==> src/rtl/olte_pkg.sv <==
// ----------------------------------------------------------------------------
// olte_pkg
// Types and fixed constants of the ordered list table engine.
// ----------------------------------------------------------------------------
`timescale 1ns / 1ps
`default_nettype none

package olte_pkg;

  // Fixed widths of the channel fields
  localparam int unsigned OP_W  = 3;
  localparam int unsigned VAL_W = 32;
  localparam int unsigned POS_W = 5;
  localparam int unsigned ST_W  = 3;
  localparam int unsigned CNT_W = 5;

  typedef enum logic [OP_W-1:0] {
    OP_INS_HEAD = 3'd0,
    OP_INS_TAIL = 3'd1,
    OP_INS_AT   = 3'd2,
    OP_DEL_HEAD = 3'd3,
    OP_DEL_TAIL = 3'd4,
    OP_DEL_AT   = 3'd5,
    OP_SEARCH   = 3'd6
  } op_e;

  typedef enum logic [ST_W-1:0] {
    ST_OK       = 3'd0,
    ST_EMPTY    = 3'd1,
    ST_FULL     = 3'd2,
    ST_BADPOS   = 3'd3,
    ST_NOTFOUND = 3'd4
  } status_e;

  typedef enum logic [1:0] {
    KIND_INS,
    KIND_DEL,
    KIND_SRCH,
    KIND_NOP
  } kind_e;

  typedef enum logic [1:0] {
    WHERE_HEAD,
    WHERE_TAIL,
    WHERE_POS
  } where_e;

  typedef struct packed {
    kind_e              kind;
    where_e             where;
    logic [POS_W-1:0]   position;
  } cmd_t;

  typedef enum logic [2:0] {
    BK_IDLE,
    BK_INS_STEP,
    BK_INS_MOVE,
    BK_DEL_TAKE,
    BK_DEL_STEP,
    BK_DEL_MOVE,
    BK_SRCH_CMP
  } back_state_e;

endpackage

`default_nettype wire

==> src/rtl/olte_if.sv <==
// ----------------------------------------------------------------------------
// olte channel interfaces
// Request and response channels with valid/ready handshake.
// ----------------------------------------------------------------------------
`timescale 1ns / 1ps
`default_nettype none

interface olte_req_if import olte_pkg::*; ();
  logic                    valid;
  logic                    ready;
  logic [OP_W-1:0]         operation;
  logic signed [VAL_W-1:0] value;
  logic [POS_W-1:0]        position;

  modport source (output valid, operation, value, position, input ready);
  modport sink   (input valid, operation, value, position, output ready);
endinterface

interface olte_rsp_if import olte_pkg::*; ();
  logic                    valid;
  logic                    ready;
  logic [ST_W-1:0]         status;
  logic signed [VAL_W-1:0] removed_value;
  logic [CNT_W-1:0]        found_position;
  logic [CNT_W-1:0]        entry_count;

  modport source (output valid, status, removed_value, found_position, entry_count,
                  input ready);
  modport sink   (input valid, status, removed_value, found_position, entry_count,
                  output ready);
endinterface

`default_nettype wire

==> src/rtl/olte_front.sv <==
// ----------------------------------------------------------------------------
// olte_front
// Decodes a request into a command class and resizes the value word.
// ----------------------------------------------------------------------------
`timescale 1ns / 1ps
`default_nettype none

module olte_front
  import olte_pkg::*;
#(
  parameter int unsigned VALUE_WIDTH = 32
) (
  input  wire logic [OP_W-1:0]         operation_i,
  input  wire logic signed [VAL_W-1:0] value_i,
  input  wire logic [POS_W-1:0]        position_i,
  output cmd_t                         cmd_o,
  output logic [VALUE_WIDTH-1:0]       value_o
);

  // sign extend or truncate to the stored word width
  assign value_o = VALUE_WIDTH'(value_i);

  always_comb begin
    cmd_o.position = position_i;
    cmd_o.kind     = KIND_NOP;
    cmd_o.where    = WHERE_HEAD;
    case (operation_i)
      OP_INS_HEAD: begin
        cmd_o.kind  = KIND_INS;
        cmd_o.where = WHERE_HEAD;
      end
      OP_INS_TAIL: begin
        cmd_o.kind  = KIND_INS;
        cmd_o.where = WHERE_TAIL;
      end
      OP_INS_AT: begin
        cmd_o.kind  = KIND_INS;
        cmd_o.where = WHERE_POS;
      end
      OP_DEL_HEAD: begin
        cmd_o.kind  = KIND_DEL;
        cmd_o.where = WHERE_HEAD;
      end
      OP_DEL_TAIL: begin
        cmd_o.kind  = KIND_DEL;
        cmd_o.where = WHERE_TAIL;
      end
      OP_DEL_AT: begin
        cmd_o.kind  = KIND_DEL;
        cmd_o.where = WHERE_POS;
      end
      OP_SEARCH: begin
        cmd_o.kind  = KIND_SRCH;
      end
      default: begin
        cmd_o.kind  = KIND_NOP;  // unused code: item is ignored
      end
    endcase
  end

endmodule

`default_nettype wire

==> src/rtl/olte_queue.sv <==
// ----------------------------------------------------------------------------
// olte_queue
// Two-entry command queue between the front and back ends.
// ----------------------------------------------------------------------------
`timescale 1ns / 1ps
`default_nettype none

module olte_queue #(
  parameter int unsigned W = 8
) (
  input  wire logic         clk_i,
  input  wire logic         rst_ni,
  input  wire logic         push_valid_i,
  output logic              push_ready_o,
  input  wire logic [W-1:0] push_data_i,
  output logic              pop_valid_o,
  input  wire logic         pop_ready_i,
  output logic [W-1:0]      pop_data_o
);

  logic [W-1:0] slot_q [2];
  logic         wr_ptr_q, rd_ptr_q;
  logic [1:0]   cnt_q, cnt_d;
  logic         push, pop;

  assign push_ready_o = (cnt_q != 2'd2);
  assign pop_valid_o  = (cnt_q != 2'd0);
  assign pop_data_o   = slot_q[rd_ptr_q];
  assign push         = push_valid_i && push_ready_o;
  assign pop          = pop_ready_i && pop_valid_o;

  always_comb begin
    cnt_d = cnt_q;
    if (push && !pop) begin
      cnt_d = cnt_q + 2'd1;
    end else if (pop && !push) begin
      cnt_d = cnt_q - 2'd1;
    end
  end

  always_ff @(posedge clk_i or negedge rst_ni) begin
    if (!rst_ni) begin
      wr_ptr_q <= 1'b0;
      rd_ptr_q <= 1'b0;
      cnt_q    <= 2'd0;
    end else begin
      cnt_q <= cnt_d;
      if (push) begin
        wr_ptr_q <= !wr_ptr_q;
      end
      if (pop) begin
        rd_ptr_q <= !rd_ptr_q;
      end
    end
  end

  always_ff @(posedge clk_i) begin
    if (push) begin
      slot_q[wr_ptr_q] <= push_data_i;
    end
  end

endmodule

`default_nettype wire

==> src/rtl/olte_back.sv <==
// ----------------------------------------------------------------------------
// olte_back
// Executes list commands on the entry memory and registers the result.
// ----------------------------------------------------------------------------
`timescale 1ns / 1ps
`default_nettype none

module olte_back
  import olte_pkg::*;
#(
  parameter int unsigned DEPTH       = 16,
  parameter int unsigned VALUE_WIDTH = 32
) (
  input  wire logic                   clk_i,
  input  wire logic                   rst_ni,
  input  wire logic                   cmd_valid_i,
  input  wire cmd_t                   cmd_i,
  input  wire logic [VALUE_WIDTH-1:0] cmd_value_i,
  output logic                        cmd_pop_o,
  input  wire logic                   rsp_ready_i,
  output logic                        rsp_valid_o,
  output logic [ST_W-1:0]             rsp_status_o,
  output logic signed [VAL_W-1:0]     rsp_removed_o,
  output logic [CNT_W-1:0]            rsp_found_o,
  output logic [CNT_W-1:0]            rsp_count_o
);

  localparam int unsigned AW = (DEPTH > 1) ? $clog2(DEPTH) : 1;
  localparam int unsigned LW = $clog2(DEPTH + 1);
  localparam int unsigned CW = ((LW > POS_W) ? LW : POS_W) + 1;

  back_state_e state_q, state_d;
  logic [LW-1:0] len_q, len_d;
  logic [AW-1:0] idx_q, idx_d, at_q, at_d, at_c;
  logic [VALUE_WIDTH-1:0] val_q, val_d, removed_q, removed_d;

  // entry memory, one write and one registered read port
  logic [VALUE_WIDTH-1:0] mem [DEPTH];
  logic [VALUE_WIDTH-1:0] rdata_q;
  logic                   mem_we, mem_re;
  logic [AW-1:0]          mem_waddr, mem_raddr;
  logic [VALUE_WIDTH-1:0] mem_wdata;

  logic                   fin;
  status_e                fin_status;
  logic [VALUE_WIDTH-1:0] fin_removed;
  logic [CNT_W-1:0]       fin_found;
  logic [LW-1:0]          fin_count;

  logic                   out_valid_q, out_valid_d;
  status_e                out_status_q;
  logic signed [VAL_W-1:0] out_removed_q;
  logic [CNT_W-1:0]       out_found_q, out_count_q;

  logic [CW-1:0] pos_c, len_c;
  logic          out_free;

  assign pos_c    = CW'(cmd_i.position);
  assign len_c    = CW'(len_q);
  assign out_free = !out_valid_q || rsp_ready_i;

  always_comb begin
    state_d     = state_q;
    len_d       = len_q;
    idx_d       = idx_q;
    at_d        = at_q;
    at_c        = '0;
    val_d       = val_q;
    removed_d   = removed_q;
    mem_we      = 1'b0;
    mem_waddr   = idx_q;
    mem_wdata   = rdata_q;
    mem_re      = 1'b0;
    mem_raddr   = idx_q;
    cmd_pop_o   = 1'b0;
    fin         = 1'b0;
    fin_status  = ST_OK;
    fin_removed = '0;
    fin_found   = '0;
    fin_count   = len_q;

    case (state_q)
      BK_IDLE: begin
        if (cmd_valid_i && out_free) begin
          cmd_pop_o = 1'b1;
          val_d     = cmd_value_i;
          case (cmd_i.kind)
            KIND_INS: begin
              case (cmd_i.where)
                WHERE_HEAD: at_c = '0;
                WHERE_TAIL: at_c = AW'(len_q);
                default:    at_c = AW'(pos_c - CW'(1));
              endcase
              if (len_q == LW'(DEPTH)) begin
                fin        = 1'b1;
                fin_status = ST_FULL;
              end else if (cmd_i.where == WHERE_POS &&
                           (pos_c == '0 || pos_c > len_c + CW'(1))) begin
                fin        = 1'b1;
                fin_status = ST_BADPOS;
              end else begin
                idx_d   = AW'(len_q);
                at_d    = at_c;
                state_d = BK_INS_STEP;
              end
            end
            KIND_DEL: begin
              case (cmd_i.where)
                WHERE_HEAD: at_c = '0;
                WHERE_TAIL: at_c = AW'(len_c - CW'(1));
                default:    at_c = AW'(pos_c - CW'(1));
              endcase
              if (len_q == '0) begin
                fin        = 1'b1;
                fin_status = ST_EMPTY;
              end else if (cmd_i.where == WHERE_POS &&
                           (pos_c == '0 || pos_c > len_c)) begin
                fin        = 1'b1;
                fin_status = ST_BADPOS;
              end else begin
                mem_re    = 1'b1;
                mem_raddr = at_c;
                idx_d     = at_c;
                state_d   = BK_DEL_TAKE;
              end
            end
            KIND_SRCH: begin
              if (len_q == '0) begin
                fin        = 1'b1;
                fin_status = ST_EMPTY;
              end else begin
                mem_re    = 1'b1;
                mem_raddr = '0;
                idx_d     = '0;
                state_d   = BK_SRCH_CMP;
              end
            end
            default: begin
              fin = 1'b1;
            end
          endcase
        end
      end

      // walk from the tail down to the insert slot, each move a read then a write
      BK_INS_STEP: begin
        if (idx_q == at_q) begin
          mem_we    = 1'b1;
          mem_waddr = at_q;
          mem_wdata = val_q;
          len_d     = len_q + LW'(1);
          fin       = 1'b1;
          fin_count = len_d;
          state_d   = BK_IDLE;
        end else begin
          mem_re    = 1'b1;
          mem_raddr = idx_q - AW'(1);
          state_d   = BK_INS_MOVE;
        end
      end
      BK_INS_MOVE: begin
        mem_we    = 1'b1;
        mem_waddr = idx_q;
        mem_wdata = rdata_q;
        idx_d     = idx_q - AW'(1);
        state_d   = BK_INS_STEP;
      end

      BK_DEL_TAKE: begin
        removed_d = rdata_q;
        state_d   = BK_DEL_STEP;
      end
      // close the gap toward the tail
      BK_DEL_STEP: begin
        if (LW'(idx_q) + LW'(1) >= len_q) begin
          len_d       = len_q - LW'(1);
          fin         = 1'b1;
          fin_removed = removed_q;
          fin_count   = len_d;
          state_d     = BK_IDLE;
        end else begin
          mem_re    = 1'b1;
          mem_raddr = idx_q + AW'(1);
          state_d   = BK_DEL_MOVE;
        end
      end
      BK_DEL_MOVE: begin
        mem_we    = 1'b1;
        mem_waddr = idx_q;
        mem_wdata = rdata_q;
        idx_d     = idx_q + AW'(1);
        state_d   = BK_DEL_STEP;
      end

      // compare one entry per cycle while the next read is in flight
      BK_SRCH_CMP: begin
        if (rdata_q == val_q) begin
          fin       = 1'b1;
          fin_found = CNT_W'(LW'(idx_q) + LW'(1));
          state_d   = BK_IDLE;
        end else if (LW'(idx_q) + LW'(1) == len_q) begin
          fin        = 1'b1;
          fin_status = ST_NOTFOUND;
          state_d    = BK_IDLE;
        end else begin
          mem_re    = 1'b1;
          mem_raddr = idx_q + AW'(1);
          idx_d     = idx_q + AW'(1);
        end
      end

      default: begin
        state_d = BK_IDLE;
      end
    endcase

    out_valid_d = out_valid_q;
    if (fin) begin
      out_valid_d = 1'b1;
    end else if (rsp_ready_i) begin
      out_valid_d = 1'b0;
    end
  end

  always_ff @(posedge clk_i or negedge rst_ni) begin
    if (!rst_ni) begin
      state_q     <= BK_IDLE;
      len_q       <= '0;
      out_valid_q <= 1'b0;
    end else begin
      state_q     <= state_d;
      len_q       <= len_d;
      out_valid_q <= out_valid_d;
    end
  end

  always_ff @(posedge clk_i) begin
    idx_q     <= idx_d;
    at_q      <= at_d;
    val_q     <= val_d;
    removed_q <= removed_d;
    if (fin) begin
      out_status_q  <= fin_status;
      out_removed_q <= VAL_W'(signed'(fin_removed));
      out_found_q   <= fin_found;
      out_count_q   <= CNT_W'(fin_count);
    end
  end

  always_ff @(posedge clk_i) begin
    if (mem_we) begin
      mem[mem_waddr] <= mem_wdata;
    end
    if (mem_re) begin
      rdata_q <= mem[mem_raddr];
    end
  end

  assign rsp_valid_o   = out_valid_q;
  assign rsp_status_o  = out_status_q;
  assign rsp_removed_o = out_removed_q;
  assign rsp_found_o   = out_found_q;
  assign rsp_count_o   = out_count_q;

endmodule

`default_nettype wire

==> src/rtl/ordered_list_table_engine.sv <==
// ----------------------------------------------------------------------------
// ordered_list_table_engine
// Ordered list of up to DEPTH signed words with positional insert, delete
// and search.
// ----------------------------------------------------------------------------
// Usage:
//   req_i carries one command item: operation, value and 1-based position.
//   rsp_o returns exactly one item per command: status, removed word, first
//   matching position and the entry count after the command.
//   A two-entry queue sits between decode and execution, so up to two more
//   commands are taken while one executes; results wait in an output
//   register, and no new command is started while that register is held by
//   a stalled receiver.
//   Steps from acceptance to result, through the single read port of the
//   entry memory: a rejected or ignored command has its result registered
//   at acceptance; an insert reads and writes each entry it shifts back,
//   then writes the new word; a delete reads and takes the removed word,
//   then reads and writes each entry it shifts forward; a search compares
//   one entry per read.
//   Commands execute one at a time; the move loop sets the rate.
//   Reset empties the list at once; the memory itself is not cleared.
// ----------------------------------------------------------------------------
`timescale 1ns / 1ps
`default_nettype none

module ordered_list_table_engine
  import olte_pkg::*;
#(
  parameter int unsigned DEPTH       = 16,
  parameter int unsigned VALUE_WIDTH = 32
) (
  input  wire logic   clk_i,
  input  wire logic   rst_ni,
  olte_req_if.sink    req_i,
  olte_rsp_if.source  rsp_o
);

  localparam int unsigned QW = $bits(cmd_t) + VALUE_WIDTH;

  // front end: decode
  cmd_t                   dec_cmd;
  logic [VALUE_WIDTH-1:0] dec_value;

  olte_front #(
    .VALUE_WIDTH (VALUE_WIDTH)
  ) u_front (
    .operation_i (req_i.operation),
    .value_i     (req_i.value),
    .position_i  (req_i.position),
    .cmd_o       (dec_cmd),
    .value_o     (dec_value)
  );

  // decoupling queue
  logic          q_valid, q_pop;
  logic [QW-1:0] q_data;
  cmd_t          exe_cmd;
  logic [VALUE_WIDTH-1:0] exe_value;

  olte_queue #(
    .W (QW)
  ) u_queue (
    .clk_i        (clk_i),
    .rst_ni       (rst_ni),
    .push_valid_i (req_i.valid),
    .push_ready_o (req_i.ready),
    .push_data_i  ({dec_cmd, dec_value}),
    .pop_valid_o  (q_valid),
    .pop_ready_i  (q_pop),
    .pop_data_o   (q_data)
  );

  assign exe_cmd   = cmd_t'(q_data[QW-1:VALUE_WIDTH]);
  assign exe_value = q_data[VALUE_WIDTH-1:0];

  // back end: list execution and result register
  olte_back #(
    .DEPTH       (DEPTH),
    .VALUE_WIDTH (VALUE_WIDTH)
  ) u_back (
    .clk_i         (clk_i),
    .rst_ni        (rst_ni),
    .cmd_valid_i   (q_valid),
    .cmd_i         (exe_cmd),
    .cmd_value_i   (exe_value),
    .cmd_pop_o     (q_pop),
    .rsp_ready_i   (rsp_o.ready),
    .rsp_valid_o   (rsp_o.valid),
    .rsp_status_o  (rsp_o.status),
    .rsp_removed_o (rsp_o.removed_value),
    .rsp_found_o   (rsp_o.found_position),
    .rsp_count_o   (rsp_o.entry_count)
  );

endmodule

`default_nettype wire

==> src/flat_wrapper.sv <==
// flat-port wrapper written by rule: the top's interface ports become plain ports
module ordered_list_table_engine_flat import olte_pkg::*;
#(
  parameter int unsigned DEPTH       = 16,
  parameter int unsigned VALUE_WIDTH = 32
)
  (clk_i, rst_ni, req_i_valid, req_i_operation, req_i_value, req_i_position, req_i_ready, rsp_o_valid, rsp_o_status, rsp_o_removed_value, rsp_o_found_position, rsp_o_entry_count, rsp_o_ready);
  olte_req_if req_i_i ();
  olte_rsp_if rsp_o_i ();
  input  wire logic clk_i;
  input  wire logic rst_ni;
  input wire logic [$bits(req_i_i.valid)-1:0] req_i_valid;
  input wire logic [$bits(req_i_i.operation)-1:0] req_i_operation;
  input wire logic [$bits(req_i_i.value)-1:0] req_i_value;
  input wire logic [$bits(req_i_i.position)-1:0] req_i_position;
  output wire logic [$bits(req_i_i.ready)-1:0] req_i_ready;
  output wire logic [$bits(rsp_o_i.valid)-1:0] rsp_o_valid;
  output wire logic [$bits(rsp_o_i.status)-1:0] rsp_o_status;
  output wire logic [$bits(rsp_o_i.removed_value)-1:0] rsp_o_removed_value;
  output wire logic [$bits(rsp_o_i.found_position)-1:0] rsp_o_found_position;
  output wire logic [$bits(rsp_o_i.entry_count)-1:0] rsp_o_entry_count;
  input wire logic [$bits(rsp_o_i.ready)-1:0] rsp_o_ready;
  assign req_i_i.valid = req_i_valid;
  assign req_i_i.operation = req_i_operation;
  assign req_i_i.value = req_i_value;
  assign req_i_i.position = req_i_position;
  assign req_i_ready = req_i_i.ready;
  assign rsp_o_valid = rsp_o_i.valid;
  assign rsp_o_status = rsp_o_i.status;
  assign rsp_o_removed_value = rsp_o_i.removed_value;
  assign rsp_o_found_position = rsp_o_i.found_position;
  assign rsp_o_entry_count = rsp_o_i.entry_count;
  assign rsp_o_i.ready = rsp_o_ready;
  ordered_list_table_engine #(.DEPTH(DEPTH), .VALUE_WIDTH(VALUE_WIDTH)) u_core (.clk_i(clk_i), .rst_ni(rst_ni), .req_i(req_i_i), .rsp_o(rsp_o_i));
endmodule
==> config.mk <==
export PLATFORM = sky130hd
export DESIGN_NAME = ordered_list_table_engine_flat
export DESIGN_NICKNAME = d
export VERILOG_FILES = /design/src/rtl/olte_pkg.sv /design/src/rtl/olte_if.sv /design/src/rtl/olte_front.sv /design/src/rtl/olte_queue.sv /design/src/rtl/olte_back.sv /design/src/rtl/ordered_list_table_engine.sv /design/src/flat_wrapper.sv
export SDC_FILE = /design/constraint.sdc
export NUM_CORES = 1
export LEC_CHECK = 0
export BUFFER_PORTS_ARGS = -buffer_cell sky130_fd_sc_hd__buf_2
export CORE_ASPECT_RATIO = 0.6
export CORE_MARGIN = 2
export CORE_UTILIZATION = 25
export CTS_BUF_LIST = sky130_fd_sc_hd__clkbuf_8
export DETAILED_ROUTE_END_ITERATION = 8
export PLACE_DENSITY = 0.43
export SYNTH_ARGS = -nofsm -noshare
export SYNTH_HDL_FRONTEND = slang
export SYNTH_SLANG_ARGS = --single-unit
==> constraint.sdc <==
create_clock -name clk_i -period 6.1 [get_ports clk_i]
set_clock_uncertainty 0.05 [all_clocks]
set_input_delay 0.915 -clock clk_i [delete_from_list [all_inputs] [get_ports clk_i]]
set_output_delay 0.915 -clock clk_i [all_outputs]
set_load 0.02 [all_outputs]
[Word level (Yosys, flattened, before mapping)]
Memory sizes are Yosys's and may differ from the RTL's. A register that Yosys moved wholly into a read port is not among the register bits.
Cells that the tools add are included.
Word-level totals
  register bits after elaboration: 130
  bits in writable memories: 594
  bits of input ports: 44
  memories: 2
Operators by class
  add/subtract/negate cells: 10
  $lt $le $gt $ge: 3
  equal/unequal tests: 29
  multiplexer cells: 81
  bitwise logic cells: 2
  reduce and logical (&&, ||, !) cells: 37
Memory list
  u_core.u_back.mem: depth 16, bits a word 32, read ports 1, clocked after Yosys merged registers in 1, write ports 1, line olte_back.sv:38  | logic [VALUE_WIDTH-1:0] mem [DEPTH];
  u_core.u_queue.slot_q: depth 2, bits a word 41, read ports 1, clocked after Yosys merged registers in 0, write ports 1, line olte_queue.sv:21  | logic [W-1:0] slot_q [2];
Operators with widths (count)
  $mux 32: 2
  $mux 4: 13
  $mux 3: 11
  $eq 32x32->1: 1
  $pmux 4 s4: 2
  $mux 1: 27
  $pmux 4 s2: 3
  $eq 3x3->1 const B: 6
  $ne 3x3->1 const B: 6
  $pmux 3 s6: 1
  $mux 2: 8
  $eq 3x2->1 const B: 4
  $pmux 2 s3: 2
  $pmux 4 s3: 1
  $sub 4x1->4 const B: 3
  $mux 5: 2
  $pmux 5 s2: 1
  $reduce_and 5->1: 2
  $pmux 3 s3: 1
  $pmux 1 s4: 2
  $reduce_and 8->1: 1
  $reduce_or 2->1: 4
  $logic_and 1x1->1: 7
  $add 5x1->6 const B: 1
  other kinds (32): 51

[Longest topological paths before layout]
Gate-level depths: netlist (run 1).
  depth after elaboration: 10
  depth in mapped cells: 19
  mapped depth without buffers: 14

[Modules after synthesis]
From an unflattened synthesis (run 1), not the netlist that was laid out.
Second synthesis, totals
  cell total of the unflattened synthesis: 1861
  area total of the unflattened synthesis: 30920.9 um^2
By module, submodules not included
  olte_back: times used 1, cells an instance 1671, area each 27239.9 um^2, seq. area each 20074.3 um^2
  olte_queue: times used 1, cells an instance 146, area each 3355.7 um^2, seq. area each 2562.5 um^2
  olte_front: times used 1, cells an instance 44, area each 325.3 um^2, seq. area each 0.0 um^2

[Worst setup path before layout (run 1)]
Ideal clock, no wire load.
  path kind: reg-to-reg
  from: register u_core.u_queue.rd_ptr_q
  to: register u_core.u_back.rdata_q[20], read port of u_core.u_back.mem, data pin
  setup time: 272 ps
  arrival: 4447 ps
  required time: 5778 ps
  path slack: 1331 ps
  cell stages (with the launch flop): 20
  path buffers: 6
  clock period less this slack: 4769 ps
  path through: dfrtp_1 -> buf_2 -> buf_4 -> clkbuf_1 -> clkbuf_1 -> mux2i_1 -> inv_1 -> ha_1 -> nand4_1 -> o221a_2 -> o22a_1 -> nand3_1 -> a41oi_1 -> a21o_1 -> nand2_1 -> buf_2 -> buf_2 -> mux2i_1 -> o22ai_1 -> or4_1
On the way
  longest elaborated chain between the ends: 9
  elaborated cells between the ends (all ways): 22
  classes of those cells: add/sub: 1; order compare: 1; eq/ne: 4; mux: 11; reduce/logical: 4; memory: 1
Ends and longest elaborated chain
  start, declared: line olte_queue.sv:22  | logic wr_ptr_q, rd_ptr_q;
  start signal, assigned: line olte_queue.sv:52  | rd_ptr_q <= !rd_ptr_q;
  $mem_v2 2x41 *
  branches (longest 8 deep; another with $sub 4x1->4)
  end, declared: line olte_back.sv:39  | logic [VALUE_WIDTH-1:0] rdata_q;
Every way passes the cells marked *.
A chain may end at the register's enable or synchronous reset.

[Worst setup path after layout (run 1)]
  from: register u_core.u_back.idx_q[1]
  to: register u_core.u_back.rdata_q[27], read port of u_core.u_back.mem, data pin
On the way
  longest elaborated chain between the ends: 5
  elaborated cells between the ends (all ways): 21
  classes of those cells: add/sub: 3; order compare: 1; eq/ne: 2; mux: 15
Ends and longest elaborated chain
  start, declared: line olte_back.sv:34  | logic [AW-1:0] idx_q, idx_d, at_q, at_d, at_c;
  start signal, assigned: line olte_back.sv:238  | idx_q <= idx_d;
  branches (longest 5 deep; another with $add 4x1->5)
Several ways; the timed one is not identified.

==> flow_summary.json, run 1 <==
{
  "avgSynthCellArea_um2": 16.5,
  "setup_violations": 0,
  "cts_buffers": 108,
  "min_period_over_period_pct": 90.7,
  "area_growth_pct": 15.8,
  "max_freq_mhz": 181,
  "worstSetupEndpointType": "flop",
  "via_count": 17100,
  "critical_path.max_fanout": 16,
  "cts_root_buffer": "clkbuf_8",
  "yosysSeqAreaShare_pct": 74.4,
  "grt_start_max_net_pins": 46,
  "clock-sinks": 756,
  "start_util_pct": 25.1,
  "antenna_found_initial": 4,
  "clk_pin_slew_ns": 0.07,
  "cp.required_ns": 6.56,
  "antenna_left": 0,
  "hold_violations": 0,
  "min_period_ns": 5.53,
  "synth_top_area_share_pct": 73.3,
  "post-route-util_pct": 29.1,
  "design.die.area_um2": 125000,
  "dpl.hpwl_mm": 54.1,
  "r2r_end": "u_core.u_back.rdata_q[27]$_DFFE_PP_",
  "syn_area_um2": 30400,
  "drc_errors": 0,
  "post_dp_cell_area_um2": 33200,
  "critPathArrivalTime_ns": 5.99,
  "hold_depth": 1,
  "h-tree-depth": 3,
  "routedWlPerCell_um": 23.4,
  "rsz0062_at_grt": "false",
  "coreArea_um2": 121000,
  "design_area_um2": 35200,
  "yosysTopAreaCell": "edfxtp_1",
  "max-slew-margin-rel_pct": 24.7,
  "fin_nets": 2092,
  "r2r_cells": 15,
  "place.gp.congestion": 0.862,
  "worstMarginPinSlew_ns": 1.13,
  "grt_usage_pct": 13.8,
  "cts_resized": 0,
  "rows": 99,
  "start_kind": "flop",
  "synth.area.top_cells": "edfxtp_1 (73%), mux2i_1 (8.5%), o22ai_1 (2.7%)",
  "async_flop_share_pct": 1.72,
  "die_w_um": 454,
  "worstHoldStart": "req_i_value[9]",
  "ys_seq_elements": 756,
  "clk_latency_ns": 0.78,
  "hold_end": "u_core.u_queue.slot_q[1][9]$_DFFE_PP_",
  "r2r_start": "u_core.u_back.idx_q[1]$_DFFE_PP_",
  "fillers": 12100,
  "regArea_um2": 22600,
  "syn_nets": 1912,
  "path_class": "flop to flop",
  "holdWs_ns": 0.274,
  "drive_gt1_share_pct": 17.2,
  "report.final.slew_viol_count": 0,
  "synth-edff-count": 743,
  "post_synth_num_cell_types": 77,
  "io_pins": 91,
  "die_height_um": 274,
  "via_per_inst": 4.58,
  "dr.pass1.iters": 5,
  "routed_wl_mm": 87.2,
  "worstHoldPathType": "input pin to flop",
  "drtIter0Drc": 1442,
  "multiInputGateArea_um2": 7440,
  "gr-total-overflow": 0,
  "yosys_warnings": 0,
  "cap_viol_max_count": 0,
  "cts_buffer_depth": 3,
  "grt_first_pass_wirelength_mm": 124,
  "syn_inst": 1841,
  "reg2reg_setup_slack_ns": 0.57,
  "tritoncts": "done",
  "outcome": "finished, final reports clean",
  "final.setup.tns_ns": 0,
  "grt_pass1_vias": 17200,
  "synth_top_flop_cell": "edfxtp_1",
  "portBuffers": 90
}
## worst max-delay path: stages, from the launching register on
cell	delay (ns)
edfxtp_1	0.77
nand3_1	0.17
xor2_1	0.32
inv_1	0.15
ha_1	0.36
and3_1	0.17
o21ai_0	0.41
a21oi_2	0.13
nor3_2	0.27
nand2_1	0.24
a221oi_2	0.45
nor2_1	0.18
nand3_2	0.54
buf_4	0.38
o22ai_1	0.12
or4_1	0.53
## state kept, by name, summed over array words and instances (netlist names), 3 cells and up
register and flops:
u_core.u_back.rsp_status_o 3, u_core.u_back.rsp_found_o 5, u_core.u_back.removed_q 32, u_core.u_back.rsp_removed_o 32, u_core.u_back.rsp_count_o 5, u_core.u_back.len_q 5
u_core.u_queue.slot_q 82, u_core.u_back.mem 512, u_core.u_back.rdata_q 32, u_core.u_back.idx_q 4, u_core.u_back.val_q 32, u_core.u_back.at_q 4
u_core.u_back.state_q 3
## cell usage after synthesis (6+ instances only)
| master | instances |
|---|---|
| buf_1 | 8 |
| and3_1 | 8 |
| mux2_2 | 35 |
| nor3_1 | 16 |
| clkbuf_1 | 31 |
| o21a_1 | 6 |
| o211ai_1 | 6 |
| a21oi_1 | 27 |
| nor4_1 | 10 |
| and2_1 | 37 |
| dfrtp_1 | 13 |
| inv_1 | 24 |
| or4_1 | 34 |
| or3_1 | 6 |
| buf_4 | 7 |
| nand2_1 | 130 |
| mux2i_1 | 258 |
| edfxtp_1 | 743 |
| nand3_1 | 20 |
| ha_1 | 27 |
| o22ai_1 | 132 |
| o21ai_0 | 25 |
| nor2_1 | 48 |
| xnor2_1 | 13 |
| buf_2 | 35 |
| xor2_1 | 44 |
## placed cells by master, fill, tap and decap left out, types with 6 or more instances in the layout
cell | netlist | final
clkinv_2 | 0 | 11
buf_4 | 7 | 54
o22ai_1 | 132 | 132
buf_12 | 0 | 10
a21oi_1 | 27 | 26
or3_1 | 6 | 6
edfxtp_1 | 743 | 743
clkinv_1 | 0 | 33
nor4_1 | 10 | 9
nand3_1 | 20 | 18
clkbuf_8 | 0 | 108
ha_1 | 27 | 27
and2_1 | 37 | 37
nor2_1 | 48 | 35
o21a_1 | 6 | 6
nor3_1 | 16 | 12
o211ai_1 | 6 | 6
nand2_1 | 130 | 129
or4_1 | 34 | 34
xnor2_1 | 13 | 13
mux2i_1 | 258 | 258
buf_2 | 35 | 90
dfrtp_1 | 13 | 12
o21ai_0 | 25 | 25
inv_1 | 24 | 61
nor2_4 | 0 | 13
mux2_2 | 35 | 35
xor2_1 | 44 | 44
and3_1 | 8 | 6
## area by class of cell
cell class,count,area share (%)
timing repair buffer,155,3.03
multi-input combinational,976,21.1
sequential,756,64.2
clock buffer,108,4.22
inverter,24,0.256
tap,1616,5.74
clock inverter,93,1.39
antenna,2,0.0142
## how the worst max path moves through the flow
stage                     cells after the start  slack [ns]                                  end                                start
after floorplan                              19        1.33  u_core.u_back.rdata_q[20]$_DFFE_PP_  u_core.u_queue.rd_ptr_q$_DFFE_PN0P_
after global placement                       14        0.72  u_core.u_back.rdata_q[27]$_DFFE_PP_     u_core.u_back.idx_q[1]$_DFFE_PP_
after detailed placement                     14        0.68  u_core.u_back.rdata_q[27]$_DFFE_PP_     u_core.u_back.idx_q[1]$_DFFE_PP_
after CTS                                    14        0.67  u_core.u_back.rdata_q[27]$_DFFE_PP_     u_core.u_back.idx_q[1]$_DFFE_PP_
after global routing                         15        0.26  u_core.u_back.rdata_q[24]$_DFFE_PP_     u_core.u_back.idx_q[1]$_DFFE_PP_
final                                        15        0.57  u_core.u_back.rdata_q[27]$_DFFE_PP_     u_core.u_back.idx_q[1]$_DFFE_PP_
## stage by stage
step / cells / setup slack, ns
6_report: 3730 / 0.569
5_1_grt: 3729 / 0.261
4_1_cts: 3728 / 0.671
3_5_place_dp: 3526 / 0.678
3_3_place_gp: 3526 / 0.717
2_1_floorplan: 1841 / 1.33
## cell families (layout without fill, tap and decap cells)
| logic type | count (synthesis) | count (layout) | synth area share (%) |
|---|---|---|---|
| compound gates | 253 | 253 | 5.51 |
| xor+xnor | 57 | 57 | 1.64 |
| fa+ha+maj | 27 | 27 | 1.11 |
| buf+inv | 109 | 380 | 1.67 |
| flops | 756 | 756 | 74.4 |
| mux | 293 | 293 | 9.78 |
| other cells | 0 | 2 | 0 |
| simple gates | 346 | 346 | 5.87 |
## timing repair
| item | 4_1_cts | 5_1_grt |
|---|---|---|
| setup buffers | 0 | 0 |
| setup endpoints to repair | 0 | 0 |
| hold endpoints to repair | 13 | 0 |
| hold buffers | 1 | 0 |
## layer usage
metal / global-route usage [%] / up-vias / routed length (µm)
li1: - / 7621 / -
met1: 21.6 / 8813 / 44700
met2: 19.1 / 539 / 35700
met3: 2.94 / 118 / 5430
met4: 3.35 / 0 / 1420
met5: 0 / - / 0
Power of run 1 is left out: the tool's default activity adds up to more than one toggle a clock period on the data nets, which glitch-free logic cannot reach.
==> run 2, diff against run 1 <==
--- a/config.mk
+++ b/config.mk
@@ -11,6 +11,7 @@
 export CORE_UTILIZATION = 25
 export CTS_BUF_LIST = sky130_fd_sc_hd__clkbuf_8
 export DETAILED_ROUTE_END_ITERATION = 8
+export GPL_TIMING_DRIVEN = 0
 export PLACE_DENSITY = 0.43
 export SYNTH_ARGS = -nofsm -noshare
 export SYNTH_HDL_FRONTEND = slang
==> run 2 against run 1 <==
Effect of this change: non-clock buffer count increased by 52; setup slack got worse by 0.35 ns; die area did not move; via count rose by 1.1%; register-to-register slack worse by 0.35 ns; critical path depth up 1; fmax shrank 6.0%; sequential share of layout area down 0.43 points; final cell count is 0.99% higher; critical path type unchanged.
==> flow_summary.json, run 2 (synthesized netlist as in run 1, its figures left out) <==
{
  "critical_path.max_fanout": 10,
  "cp.required_ns": 6.55,
  "rows": 99,
  "die_w_um": 454,
  "fin_nets": 2145,
  "worst-path-buf-inv": 4,
  "max-slew-margin-rel_pct": 16.7,
  "cts_setup_buffers": 0,
  "slowest_stage": "buf_1",
  "die_height_um": 274,
  "io_pins": 91,
  "grt_start_max_net_pins": 46,
  "via_count": 17300,
  "worstSetupEndpointType": "flop",
  "fillers": 12000,
  "setup_violations": 0,
  "via_per_inst": 4.59,
  "place.gp.congestion": 0.868,
  "antenna_found_initial": 4,
  "hold_violations": 0,
  "antenna_left": 0,
  "coreArea_um2": 121000,
  "min_period_over_period_pct": 96.5,
  "critPathArrivalTime_ns": 6.34,
  "cp_top_family": "simple AND/OR/NAND/NOR gates",
  "portBuffers": 90,
  "fin_ws_ns": 0.215,
  "worstMarginPinSlew_ns": 1.25,
  "start_util_pct": 25.1,
  "critPathMaxStageDelay_ns": 0.63,
  "top_regs": "u_core.u_back.mem: 512 flops, u_core.u_queue.slot_q: 82 flops",
  "cts_buffer_depth": 3,
  "final_cell_mix": "edfxtp_1 (743), mux2i_1 (258), o22ai_1 (132), nand2_1 (129), buf_2 (121)",
  "outcome": "finished, final reports clean",
  "cap_viol_max_count": 0,
  "regArea_um2": 22600,
  "largest_reg_flops": 512,
  "final.setup.tns_ns": 0,
  "h-tree-depth": 3,
  "drtIter0Drc": 1459,
  "cts_buffers": 109,
  "grt_pass1_vias": 17300,
  "clk_pin_slew_ns": 0.07,
  "dr.pass1.iters": 5,
  "max_freq_mhz": 170,
  "multiInputGateArea_um2": 7410,
  "top_register": "u_core.u_back.mem",
  "path_common_cell": "buf_2",
  "dp_slack_ns": -0.949,
  "drive_gt1_share_pct": 17.4,
  "report.final.slew_viol_count": 0,
  "tritoncts": "done",
  "dpl.hpwl_mm": 63.7,
  "grt_usage_pct": 13.9,
  "routedWlPerCell_um": 23.1,
  "routed_wl_mm": 87.0,
  "clk_latency_ns": 0.80,
  "worstHoldPathType": "input pin to flop",
  "design.die.area_um2": 125000,
  "drc_errors": 0,
  "start_kind": "flop",
  "area_growth_pct": 16.6,
  "path_class": "flop to flop",
  "grt_first_pass_wirelength_mm": 124,
  "min_period_ns": 5.89,
  "cts_root_buffer": "clkbuf_8",
  "gr-total-overflow": 0,
  "final_common_cell": "edfxtp_1",
  "clock-sinks": 756,
  "crit_chain": "buf_2 > buf_1 > nand2_2 > nor2_1 > ha_1 > nand4_1 > o21ai_0 > a21oi_1 > or4_1 > a21o_1 > nand2_1 > buf_2 > buf_2 > mux2i_1 > o22ai_1 > or4_1",
  "post-route-util_pct": 29.3
}
==> run 2: layer usage <==
layer  GRT usage [%]  share of wire (%)  up-vias
met5               0                  0        -
met4            4.00                2.1        0
met3            4.01                8.0      128
li1                -                  -     7707
met1            21.6                 52     8876
met2            18.1                 38      561
==> run 2: path summary, 6_finish.rpt <==
| kind | from | to | slack (ns) | depth (start not counted) |
|---|---|---|---|---|
| max reg2reg | u_core.u_back.idx_q[2]$_DFFE_PP_ | u_core.u_back.rdata_q[21]$_DFFE_PP_ | 0.21 | 16 |
| max in group asynchronous | rst_ni | u_core.u_queue.rd_ptr_q$_DFFE_PN0P_ | 5.12 | 2 |
| max | u_core.u_back.idx_q[2]$_DFFE_PP_ | u_core.u_back.rdata_q[21]$_DFFE_PP_ | 0.21 | 16 |
| min | req_i_value[27] | u_core.u_queue.slot_q[0][27]$_DFFE_PP_ | 0.26 | 1 |
| min reg2reg | u_core.u_back.rdata_q[28]$_DFFE_PP_ | u_core.u_back.removed_q[28]$_DFFE_PN_ | 0.45 | 0 |
| min in group asynchronous | rst_ni | u_core.u_back.len_q[1]$_DFF_PN0_ | 0.58 | 2 |
==> run 2: final cells by class <==
cell class / count / share of cell area [%]
Clock buffer: 112 / 4.35
Antenna cell: 1 / 0.00705
Timing Repair Buffer: 124 / 2.85
Sequential cell: 756 / 63.8
Inverter: 24 / 0.254
Tap cell: 1616 / 5.70
Clock inverter: 75 / 0.921
Multi-Input combinational cell: 976 / 20.9
Buffer: 83 / 1.21
==> run 2: worst register-to-register path, delay by kind of cell, from the launching register on <==
family / cells / cell delay, ns
buffers and inverters: 4 / 1.63
adders and majority gates: 1 / 0.20
AOI/OAI and AO/OA: 4 / 1.02
muxes: 1 / 0.25
and+or+nand+nor: 6 / 2.15
DFF: 1 / 0.33
==> run 2: what timing repair did <==
| action | in CTS | in global routing |
|---|---|---|
| hold endpoints to repair | 13 | 0 |
| gates resized for setup | 3 | 17 |
| endpoints found under the setup margin | 77 | 31 |
| hold buffers | 1 | 0 |
==> run 2: through the flow <==
stage	std cells	cell area, µm²	hold WS [ns]
after CTS	3767	35500	0.180
after floorplan	1841	30400	0.411
after detailed placement	3580	33600	0.433
after global placement	3547	32900	0.426
after global routing	3767	35500	0.219
final	3767	35500	0.265
Power of run 2 is left out for the same reason.
==> run 3, diff against run 2 <==
--- a/config.mk
+++ b/config.mk
@@ -12,7 +12,7 @@
 export CTS_BUF_LIST = sky130_fd_sc_hd__clkbuf_8
 export DETAILED_ROUTE_END_ITERATION = 8
 export GPL_TIMING_DRIVEN = 0
-export PLACE_DENSITY = 0.43
+export PLACE_DENSITY = 0.51
 export SYNTH_ARGS = -nofsm -noshare
 export SYNTH_HDL_FRONTEND = slang
 export SYNTH_SLANG_ARGS = --single-unit
==> run 3 against run 2 <==
Effect of this change: first-iteration DRC count grew 59%; core utilization is 0.095 points lower; flip-flop and latch count stayed put; via count up 2.1%; global-route usage down 0.58 points; routed wire length shrank 4.0%; register-to-register slack better by 0.09 ns; critical path depth did not move; die area is the same; hold slack gained 0.030 ns; sequential share of layout area up 0.21 points; final cell count hardly changed.
==> flow_summary.json, run 3 (synthesized netlist as in run 1, its figures left out) <==
{
  "outcome": "finished, final reports clean",
  "portBuffers": 90,
  "top_register": "u_core.u_back.mem",
  "hold_end": "u_core.u_queue.slot_q[1][33]$_DFFE_PP_",
  "hold_depth": 1,
  "clock-sinks": 756,
  "fin_nets": 2135,
  "max_freq_mhz": 173,
  "cp.required_ns": 6.50,
  "cts_buffers": 101,
  "reg2reg_setup_slack_ns": 0.31,
  "via_per_inst": 4.68,
  "area_growth_pct": 16.2,
  "grt_start_max_net_pins": 46,
  "path_class": "flop to flop",
  "antenna_left": 0,
  "clk_latency_ns": 0.76,
  "cp-startpoint": "u_core.u_back.idx_q[3]$_DFFE_PP_",
  "worstHoldStart": "req_i_position[1]",
  "worstMarginPinSlew_ns": 1.26,
  "worstSetupEndpointType": "flop",
  "rows": 99,
  "routedWlPerCell_um": 22.2,
  "hold_violations": 0,
  "top_regs": "u_core.u_back.mem: 512 flops, u_core.u_queue.slot_q: 82 flops",
  "antenna_found_initial": 2,
  "via_count": 17600,
  "fillers": 12100,
  "r2r_cells": 16,
  "grt_usage_pct": 13.3,
  "min_period_over_period_pct": 95.0,
  "critPathArrivalTime_ns": 6.20,
  "routed_wl_mm": 83.5,
  "final.setup.tns_ns": 0,
  "max-slew-margin-rel_pct": 16.0,
  "min_period_ns": 5.79,
  "gr-total-overflow": 0,
  "setup_violations": 0,
  "r2r_start": "u_core.u_back.idx_q[3]$_DFFE_PP_",
  "design.die.area_um2": 125000,
  "final_common_cell": "edfxtp_1",
  "worstHoldPathType": "input pin to flop",
  "cts_root_buffer": "clkbuf_8",
  "tritoncts": "done",
  "report.final.slew_viol_count": 0,
  "largest_reg_flops": 512,
  "dr.pass1.iters": 6,
  "design_area_um2": 35400,
  "rsz0062_at_grt": "false",
  "drc_errors": 0,
  "grt_pass1_vias": 17200,
  "start_util_pct": 25.1,
  "final_cell_mix": "edfxtp_1 (743), mux2i_1 (258), o22ai_1 (132), nand2_1 (129), buf_2 (122)",
  "dpl.hpwl_mm": 59.9,
  "drive_gt1_share_pct": 17.3,
  "critical_path.max_fanout": 10,
  "die_w_um": 454,
  "post-route-util_pct": 29.2,
  "io_pins": 91,
  "r2r_end": "u_core.u_back.rdata_q[16]$_DFFE_PP_",
  "place.gp.congestion": 0.887,
  "cap_viol_max_count": 0,
  "grt_first_pass_wirelength_mm": 120,
  "coreArea_um2": 121000,
  "holdWs_ns": 0.294,
  "die_height_um": 274,
  "clk_pin_slew_ns": 0.07,
  "drtIter0Drc": 2314,
  "cts_buffer_depth": 3,
  "h-tree-depth": 3,
  "post_dp_cell_area_um2": 33500,
  "start_kind": "flop"
}
run 3: cell types whose count changed in the layout (fill, tap and decap cells not counted), moves of 2 or more:
cell,previous run,this run
clkinv_1,24,37
clkbuf_8,112,101
inv_1,64,58
clkbuf_2,7,12
clkbuf_1,22,18
buf_6,16,19
buf_8,4,1
clkinvlp_4,0,2
inv_6,0,2
run 3: per-layer routing:
layer	up-vias	wire, µm	track usage (%)
met1	9022	41600	21.4
met2	814	32600	17.4
met4	0	1240	2.97
met5	-	0	0
met3	103	8100	3.22
li1	7699	-	-
run 3: area by class of cell:
class / count / area [µm²] / area share, %
diodes: 1 / 2.50 / 0.00708
plain buffers: 83 / 434 / 1.23
clock buffers: 101 / 1390 / 3.93
clock inverters: 87 / 418 / 1.18
inverters: 24 / 90.1 / 0.255
multi-input cells: 976 / 7410 / 21.0
flip-flops and latches: 756 / 22600 / 64.0
well taps: 1616 / 2020 / 5.72
repair buffers: 122 / 952 / 2.69
run 3: how the worst max path moves through the flow:
stage / end
finish: u_core.u_back.rdata_q[16]$_DFFE_PP_
global placement: u_core.u_back.mem[1][17]$_DFFE_PP_
detailed placement: u_core.u_back.rdata_q[21]$_DFFE_PP_
floorplan: u_core.u_back.rdata_q[20]$_DFFE_PP_
global route: u_core.u_back.rdata_q[16]$_DFFE_PP_
CTS: u_core.u_back.rdata_q[5]$_DFFE_PP_
run 3: critical path: stages (launching register included):
cell	delay, ns
edfxtp_1	0.31
buf_2	0.22
buf_1	0.53
nand2_2	0.38
nor2_1	0.19
ha_1	0.20
nand4_1	0.27
o21ai_0	0.48
a21oi_1	0.13
or4_1	0.55
a21o_1	0.33
nand2_1	0.15
buf_2	0.27
buf_2	0.45
mux2i_1	0.25
o22ai_1	0.10
or4_1	0.61
run 3: metrics by stage:
step	std cells	setup slack, ns
after floorplan	1841	1.33
after global placement	3547	-1.85
after detailed placement	3578	-0.791
after CTS	3766	0.0579
after global routing	3766	0.0148
final	3766	0.305
run 3: repair_timing:
item,4_1_cts,5_1_grt
setup endpoints to repair,32,31
hold buffers,1,0
endpoints found under the hold margin,13,0
resized for setup,3,29
setup buffers,0,0
Power of run 3 is left out for the same reason.
